$ cat src/rtl/tsd_pkg.sv
// Shared types, constants and the digit pattern table for the temperature display.
`default_nettype none

package tsd_pkg;

	typedef enum logic [1:0] {
		MODE_TICK    = 2'd0,
		MODE_READING = 2'd1,
		MODE_PRESS   = 2'd2,
		MODE_UNUSED  = 2'd3
	} mode_t;

	localparam int unsigned READING_W = 16;
	localparam int unsigned SEG_W     = 8;
	localparam int unsigned DIGITS    = 4;
	localparam int unsigned HALF_W    = 5;
	localparam int unsigned FRAME_W   = HALF_W + 1;

	localparam logic [HALF_W-1:0]  HALF_RESET = 5'd30;
	localparam logic [SEG_W-1:0]   SEG_MINUS  = 8'h40;
	localparam logic [SEG_W-1:0]   SEG_BLANK  = 8'h00;
	localparam logic [SEG_W-1:0]   SEG_POINT  = 8'h80;

	// Digit position codes, tenths at the right.
	localparam logic [1:0] POS_TENTHS = 2'd0;
	localparam logic [1:0] POS_ONES   = 2'd1;
	localparam logic [1:0] POS_TENS   = 2'd2;
	localparam logic [1:0] POS_SIGN   = 2'd3;

	function automatic logic [SEG_W-1:0] seg_of(input logic [3:0] d);
		logic [SEG_W-1:0] s;
		case (d)
			4'd0: s = 8'h3f;
			4'd1: s = 8'h06;
			4'd2: s = 8'h5b;
			4'd3: s = 8'h4f;
			4'd4: s = 8'h66;
			4'd5: s = 8'h6d;
			4'd6: s = 8'h7c;
			4'd7: s = 8'h07;
			4'd8: s = 8'h7f;
			4'd9: s = 8'h67;
			default: s = SEG_BLANK;
		endcase
		return s;
	endfunction

endpackage

`default_nettype wire

$ cat src/rtl/tsd_digit.sv
// Decodes a half-degree temperature word into the pattern of one display digit.
`default_nettype none

module tsd_digit (
	input  wire logic [tsd_pkg::READING_W-1:0] word,
	input  wire logic [1:0]                    idx,
	output logic      [tsd_pkg::SEG_W-1:0]     seg
);

	logic                               negative;
	logic [tsd_pkg::READING_W-1:0]      mag;
	logic [6:0]                         whole;
	logic [14:0]                        prod;
	logic [3:0]                         quot;
	logic [6:0]                         rem_full;
	logic [3:0]                         ones;
	logic [3:0]                         tens;

	assign negative = word[tsd_pkg::READING_W-1];
	// The most negative word negates to itself and keeps only its sign.
	assign mag      = negative ? (~word + 16'd1) : word;
	assign whole    = mag[14:8];

	// Divide by ten through a reciprocal; exact for the whole 7-bit range.
	assign prod     = 15'(whole) * 15'd205;
	assign quot     = prod[14:11];
	assign rem_full = whole - (7'(quot) * 7'd10);
	assign ones     = rem_full[3:0];
	assign tens     = (quot >= 4'd10) ? (quot - 4'd10) : quot;

	always_comb begin
		case (idx)
			tsd_pkg::POS_TENTHS: seg = tsd_pkg::seg_of(mag[7] ? 4'd5 : 4'd0);
			tsd_pkg::POS_ONES:   seg = tsd_pkg::seg_of(ones) | tsd_pkg::SEG_POINT;
			tsd_pkg::POS_TENS:   seg = tsd_pkg::seg_of(tens);
			default:             seg = negative ? tsd_pkg::SEG_MINUS : tsd_pkg::SEG_BLANK;
		endcase
	end

endmodule

`default_nettype wire

$ cat src/rtl/temperature_segment_display.sv
// Top level of the multiplexed four-digit temperature display driver.
//
//  channel | direction | handshake                       | payload
//  s_axis  | in        | s_axis_tvalid / s_axis_tready   | tdata reading, tuser mode
//  m_axis  | out       | m_axis_tvalid / m_axis_tready   | segments, digit_enable, sample_request
//  cfg     | in        | cfg_valid / cfg_ready           | blink_half_frames
//
// One item is taken every cycle while the input side is not stalled; a tick item's result
// reaches the output through the input register, then the result register, and stays
// there until it is taken.
// Readings and presses update state only; the unused mode does nothing; neither gives a result.
// When the result register is full and not taken, tick items wait in the input
// register and the input side stalls; other items still drain.
// Reset returns to live mode, digit 0, frame 0 and a half period of 30 frames.
`default_nettype none

module temperature_segment_display (
	input  wire logic        clk,
	input  wire logic        arst_n,
	input  wire logic        s_axis_tvalid,
	output logic             s_axis_tready,
	input  wire logic [15:0] s_axis_tdata,  // [15:0] reading
	input  wire logic [1:0]  s_axis_tuser,  // [1:0] mode
	output logic             m_axis_tvalid,
	input  wire logic        m_axis_tready,
	output logic [15:0]      m_axis_tdata,  // [7:0] segments, [11:8] digit_enable,
	                                        // [12] sample_request, [15:13] zero
	input  wire logic        cfg_valid,
	output logic             cfg_ready,
	input  wire logic [4:0]  cfg_data       // [4:0] blink_half_frames
);

	logic [tsd_pkg::HALF_W-1:0]    half_cfg_q;
	logic [tsd_pkg::HALF_W-1:0]    half;
	logic [tsd_pkg::FRAME_W-1:0]   period;

	logic                          valid_s1;
	tsd_pkg::mode_t                mode_s1;
	logic [tsd_pkg::READING_W-1:0] reading_s1;
	logic                          adv_s1;
	logic                          tick_s1;

	logic [tsd_pkg::READING_W-1:0] shown_q;
	logic                          hold_q;
	logic [1:0]                    digit_q;
	logic [tsd_pkg::FRAME_W-1:0]   frame_q;
	logic [tsd_pkg::FRAME_W:0]     frame_next;

	logic [tsd_pkg::SEG_W-1:0]     pattern;
	logic [tsd_pkg::SEG_W-1:0]     seg_d;
	logic [tsd_pkg::DIGITS-1:0]    en_d;
	logic                          req_d;
	logic                          shown_on;

	logic                          out_valid_q;
	logic [15:0]                   out_data_q;

	assign cfg_ready = 1'b1;

	always_ff @(posedge clk or negedge arst_n) begin
		if (!arst_n) begin
			half_cfg_q <= tsd_pkg::HALF_RESET;
		end else if (cfg_valid && cfg_ready) begin
			half_cfg_q <= cfg_data;
		end
	end

	assign half   = (half_cfg_q == '0) ? tsd_pkg::HALF_W'(1) : half_cfg_q;
	assign period = {half, 1'b0};

	// Input register.
	assign tick_s1       = (mode_s1 == tsd_pkg::MODE_TICK);
	assign adv_s1        = valid_s1 && (!tick_s1 || !out_valid_q || m_axis_tready);
	assign s_axis_tready = !valid_s1 || adv_s1;

	always_ff @(posedge clk or negedge arst_n) begin
		if (!arst_n) begin
			valid_s1 <= 1'b0;
		end else if (s_axis_tready) begin
			valid_s1 <= s_axis_tvalid;
		end
	end

	always_ff @(posedge clk) begin
		if (s_axis_tready && s_axis_tvalid) begin
			mode_s1    <= tsd_pkg::mode_t'(s_axis_tuser);
			reading_s1 <= s_axis_tdata;
		end
	end

	tsd_digit u_digit (
		.word (shown_q),
		.idx  (digit_q),
		.seg  (pattern)
	);

	assign shown_on = !hold_q || (frame_q < tsd_pkg::FRAME_W'(half));

	always_comb begin
		req_d = !hold_q && (digit_q == tsd_pkg::POS_TENTHS) &&
			((frame_q == '0) || (frame_q == tsd_pkg::FRAME_W'(half)));
		seg_d = shown_on ? pattern : tsd_pkg::SEG_BLANK;
		en_d  = shown_on ? (tsd_pkg::DIGITS'(1) << digit_q) : '0;
	end

	assign frame_next = {1'b0, frame_q} + 7'd1;

	// Display state advances as each item leaves the input register.
	always_ff @(posedge clk or negedge arst_n) begin
		if (!arst_n) begin
			shown_q <= '0;
			hold_q  <= 1'b0;
			digit_q <= '0;
			frame_q <= '0;
		end else if (adv_s1) begin
			case (mode_s1)
				tsd_pkg::MODE_TICK: begin
					if (digit_q == tsd_pkg::POS_SIGN) begin
						digit_q <= '0;
						frame_q <= (frame_next >= {1'b0, period}) ? '0
							: frame_next[tsd_pkg::FRAME_W-1:0];
					end else begin
						digit_q <= digit_q + 2'd1;
					end
				end
				tsd_pkg::MODE_READING: begin
					if (!hold_q) begin
						shown_q <= reading_s1;
					end
				end
				tsd_pkg::MODE_PRESS: begin
					hold_q <= !hold_q;
					if (!hold_q) begin
						shown_q <= reading_s1;
					end
				end
				default: begin
				end
			endcase
		end
	end

	// Result register.
	always_ff @(posedge clk or negedge arst_n) begin
		if (!arst_n) begin
			out_valid_q <= 1'b0;
		end else if (adv_s1 && tick_s1) begin
			out_valid_q <= 1'b1;
		end else if (m_axis_tready) begin
			out_valid_q <= 1'b0;
		end
	end

	always_ff @(posedge clk) begin
		if (adv_s1 && tick_s1) begin
			out_data_q <= {3'b000, req_d, en_d, seg_d};
		end
	end

	assign m_axis_tvalid = out_valid_q;
	assign m_axis_tdata  = out_data_q;

	// A held item that cannot move must still be there next cycle.
	a_s1_hold: assert property (@(posedge clk) disable iff (!arst_n)
		valid_s1 && !adv_s1 |=> valid_s1)
		else $error("input register item lost while stalled");

	a_frame_range: assert property (@(posedge clk) disable iff (!arst_n)
		frame_q < 6'd62)
		else $error("frame count out of range");

	a_enable_onehot: assert property (@(posedge clk) disable iff (!arst_n)
		m_axis_tvalid |-> $onehot0(m_axis_tdata[11:8]))
		else $error("digit enable is not one-hot");

	a_request_digit0: assert property (@(posedge clk) disable iff (!arst_n)
		m_axis_tvalid && m_axis_tdata[12] |-> m_axis_tdata[11:8] == 4'b0001)
		else $error("sample request outside the first digit");

	a_blank_dark: assert property (@(posedge clk) disable iff (!arst_n)
		m_axis_tvalid && m_axis_tdata[11:8] == 4'b0000 |-> m_axis_tdata[7:0] == 8'h00)
		else $error("segments lit while blanked");

endmodule

`default_nettype wire

$ cat config.mk
export PLATFORM = sky130hd
export DESIGN_NAME = temperature_segment_display
export DESIGN_NICKNAME = d
export VERILOG_FILES = /design/src/rtl/tsd_pkg.sv /design/src/rtl/tsd_digit.sv /design/src/rtl/temperature_segment_display.sv
export SDC_FILE = /design/constraint.sdc
export NUM_CORES = 1
export LEC_CHECK = 0
export BUFFER_PORTS_ARGS = -buffer_cell sky130_fd_sc_hd__buf_2
export CAP_MARGIN = 20
export CORE_UTILIZATION = 30
export DETAILED_ROUTE_END_ITERATION = 7
export MAX_ROUTING_LAYER = met4
export RECOVER_POWER = 50
export SKIP_LAST_GASP = 1
export SYNTH_ARGS = -nofsm -noshare
export SYNTH_HDL_FRONTEND = slang
export SYNTH_SLANG_ARGS = --single-unit
$ cat constraint.sdc
create_clock -name clk -period 11.42 [get_ports clk]
set_input_delay 2.284 -clock clk [delete_from_list [all_inputs] [get_ports clk]]
set_output_delay 2.284 -clock clk [all_outputs]
set_load 0.03 [all_outputs]
==> results.md <==
Timing:
- The shortest period the worst path allows is 7.16 ns.
- The max-slew violation count came to 33.
- The least setup slack across all paths after layout is approximately 4.3 ns.
- The pin slew with the least headroom to its limit is around 1.7 ns.
- The hold violation total from the final report is 0.
- The count of endpoints failing setup in the final report is 0.
- Setup repair after global routing left no endpoint under its margin.
- The worst pin sits at a relative slew slack of -15.1%.
- The maximum clock frequency is 0.140 GHz.
- The aggregate negative setup slack is 0 ns.
- The worst setup skew after layout is 0.00599 ns.
- After layout, the worst path uses between 60% and 70% of the clock period.

Clock network:
- Clock tree synthesis selected as its root buffer the cell clkbuf_16.
- The buffers inserted during post-CTS setup optimization is 0.
- In this run the number of H-tree levels came out at 3.
- The number of clock buffers added by TritonCTS is 9.
- Post-CTS repair changed the size of 0 cells.
- The tree built by TritonCTS fans out to between 60 and 70 sinks.
- The CTS tree is built.
- Clock-pin slew was measured on the worst setup and hold paths at 0.05 ns.
- The maximum number of buffers from clock root to sink is 2.
- The latest clock arrival within the worst-skew pair is roughly 0.33 ns.
- Buffers inserted to repair hold after CTS numbered 0.

Routing:
- After detailed routing, the number of remaining DRC violations is 0.
- The number of detailed-route iterations in the first pass is 4.
- After detailed routing, the average wire length per cell comes to around 13 um.
- The number of nets with antenna violations after routing is 0.
- The sum of routed wire length over all layers is around 9100 um.
- The vias after detailed routing is between 3000 and 4000.
- Using the TritonRoute via totals, the vias-per-cell ratio works out to between 4 and 5.
- The DRC violation total after the first TritonRoute iteration is 147.

Hold path:
- The worst hold path belongs to the class reg2reg.
- The startpoint of the tightest hold check path is reading_s1[8].

Cells and area:
- The top cell types in the final layout, fill and taps aside, are ha_1 (58), inv_1 (56), nand2_1 (43), buf_2 (40), edfxtp_1 (31).
- 0 antenna diodes ended up in the layout.
- The most common cell after layout, fill and taps aside is ha_1.
- The final layout net count is about 600.
- The relative area change from synthesis to final layout is 15.2%.
- The ratio of cells with drive above 1 in the final layout is 17.0%.

Yosys:
- The synthesized netlist contains 65 unique library cells.
- The share of flip-flops with an asynchronous set or reset after synthesis is between 50% and 60%.
- The share of the yosys chip area belonging to registers is 37.4%.
- Summing every instance area after synthesis gives 4650 um^2.
- Counting flops with a built-in enable in the synthesized netlist gives 31.
- The predominant post-synthesis flop cell is edfxtp_1.
- The gate count after technology mapping is 465.
- The average instance in the mapped netlist occupies ~10 um^2.
- The yosys synthesis warning count is 0.
- The flip-flop and latch count after synthesis is 63.

Critical path:
- The largest single stage delay on the critical path is around 0.54 ns.
- The critical path ends at m_axis_tdata[2].
- The category of the worst setup path capture point is a flop.
- The maximum fanout count along the critical path is 14.
- The register-to-register path setup slack is 4.26 ns.
- The worst register-to-register path begins at shown_q[6].
- The worst setup path is launched from a flop.
- Tracing the worst setup path back leads to its startpoint at shown_q[6].
- In this run the critical register-to-register path is captured at m_axis_tdata[2].
- The buffers plus inverters on the worst setup path is 5.
- For the worst setup path, the data required time is about 12 ns.
- The critical path class is reg2reg.
- In this run the number of cells on the critical path is 27.
- The critical-path cell with the highest stage delay is fa_1.
- Broken down by cell family, the worst path's largest delay share belongs to adder cells.
- The number of cells on the worst reg-to-reg path is 27.
- Data on the critical path arrives at its endpoint at 7.23 ns.

Global routing:
- The number of antenna violations at the first check in global routing was 0.
- The via count of the first global-routing pass came to 3373.
- The pin count of the biggest net entering global routing is 33.
- The aggregate global-route resource usage is roughly 13%.
- The total overflow left after global routing is 0.
- The first global-routing pass estimated 15600 um of wire.

Placement:
- The number of buffer cells added on primary ports is 42.
- The congestion estimate from routability-driven global placement came to roughly 0.87.
- The detailed-placement wirelength estimate is between 7000 and 8000 um.
- The post-placement worst setup slack is around 4.2 ns.

Die:
- Measured along the y axis, the die boundary spans between 100 and 150 um.
- The floorplan step defined a core boundary enclosing ~15000 um^2.
- The die is roughly 130 um wide.
- For this design the top-level I/O count stands at 47.
- The initial utilization of the core area, before any placement, comes to between 30% and 40%.
- Row generation in the floorplan step produced 45 rows.
- The die covers 16000 um^2.

Job:
- The max-capacitance violation count is 1.

Run status:
- The final reports fail on max-capacitance violations, max-slew violations.
- The run finished, with violations left.
[through the flow]
stage | instances | area [um^2] | hold slack, ns | utilization (%)
final | 701 | 5360 | 0.448 | 35.4
after CTS | 701 | 5360 | 0.448 | 35.4
after floorplan | 467 | 4660 | 0.426 | -
after global placement | 685 | 5040 | 0.448 | 33.3
after detailed placement | 685 | 5040 | 0.441 | 33.3
after global routing | 701 | 5360 | 0.488 | 35.4
[state kept, by name, summed over array words and instances, names as in the netlist]
register       flops
reading_s1        16
shown_q           16
m_axis_tdata      13
frame_q            6
half_cfg_q         5
digit_q            2
mode_s1            2
hold_q             1
m_axis_tvalid      1
valid_s1           1
[layer usage]
metal / track usage [%] / vias up / share of wire, %
met5: - / - / 0
met4: 5.39 / 0 / 1.7
met3: 1.94 / 10 / 2.2
met2: 21.2 / 57 / 49
met1: 15.0 / 1654 / 47
li1: - / 1724 / -
[worst min-delay path by stage]
| stage | to | slack, ns | depth (start not counted) |
|---|---|---|---|
| detailed placement | shown_q[8] | 0.44 | 2 |
| global route | shown_q[5] | 0.49 | 1 |
| CTS | shown_q[8] | 0.45 | 2 |
| floorplan | shown_q[15] | 0.43 | 2 |
| finish | shown_q[8] | 0.45 | 2 |
| global placement | shown_q[8] | 0.45 | 2 |
[cell type report]
class,instances,area (um^2)
clock buffer,13,260
clock inverter,3,65.1
fill,1513,9790
inverter,58,219
multi-input combinational,333,2630
sequential,63,1740
tap,188,235
timing repair buffer,43,211
[worst reg2reg max path, cell delays in order, from the launching register on]
cell and delay, ns:
dfrtp_1 0.40, nor4_1 0.47, nand3_1 0.18, or3_1 0.37, nand2_1 0.15, xnor2_1 0.12, ha_1 0.33, inv_1 0.07
fa_1 0.54, inv_1 0.04, ha_1 0.26, inv_1 0.05, fa_1 0.52, inv_1 0.04, ha_1 0.30, a21oi_1 0.20
nor2_1 0.06, nor2_1 0.13, o31ai_2 0.09, xnor2_1 0.43, clkinv_2 0.23, ha_1 0.24, fa_1 0.37, xnor2_1 0.20
xnor3_2 0.41, and3_1 0.25, o21a_1 0.21, o31a_1 0.24
[cells in the mapped netlist, types with 3 or more instances]
cell | instances | share of area (%)
o21bai_1 | 3 | 0.48
ha_1 | 58 | 16
dfrtp_1 | 28 | 15
a31oi_1 | 3 | 0.40
edfxtp_1 | 31 | 20
a21o_1 | 3 | 0.48
o31ai_1 | 6 | 0.97
mux2_2 | 17 | 4.1
nand2b_1 | 6 | 0.81
nor4_1 | 5 | 0.67
dfstp_2 | 4 | 2.3
nand2_1 | 43 | 3.5
fa_1 | 9 | 3.9
o21ai_0 | 29 | 3.1
and3_1 | 4 | 0.54
clkbuf_1 | 8 | 0.65
nor2_1 | 22 | 1.8
nand4_1 | 5 | 0.67
xor2_1 | 4 | 0.75
o211ai_1 | 5 | 0.81
a21boi_0 | 3 | 0.48
a21oi_1 | 10 | 1.1
o21a_1 | 4 | 0.65
inv_1 | 56 | 4.5
nor3_1 | 12 | 1.3
nor2b_1 | 5 | 0.67
xnor2_1 | 18 | 3.4
buf_4 | 4 | 0.65
or2_2 | 3 | 0.40
nand3_1 | 12 | 1.3
[logic make-up after synthesis]
kind of cell / synth area share, %
and+or+nand+nor: 14.8
AOI/OAI and AO/OA: 12.4
buffers and inverters: 6.24
adders and majority gates: 19.5
DFF: 37.4
xor gates and xnor gates: 5.01
muxes: 4.55
other: 0.162
Power is not shown: default switching activity piles up to over one toggle a cycle in this logic, so the estimate is an artifact.
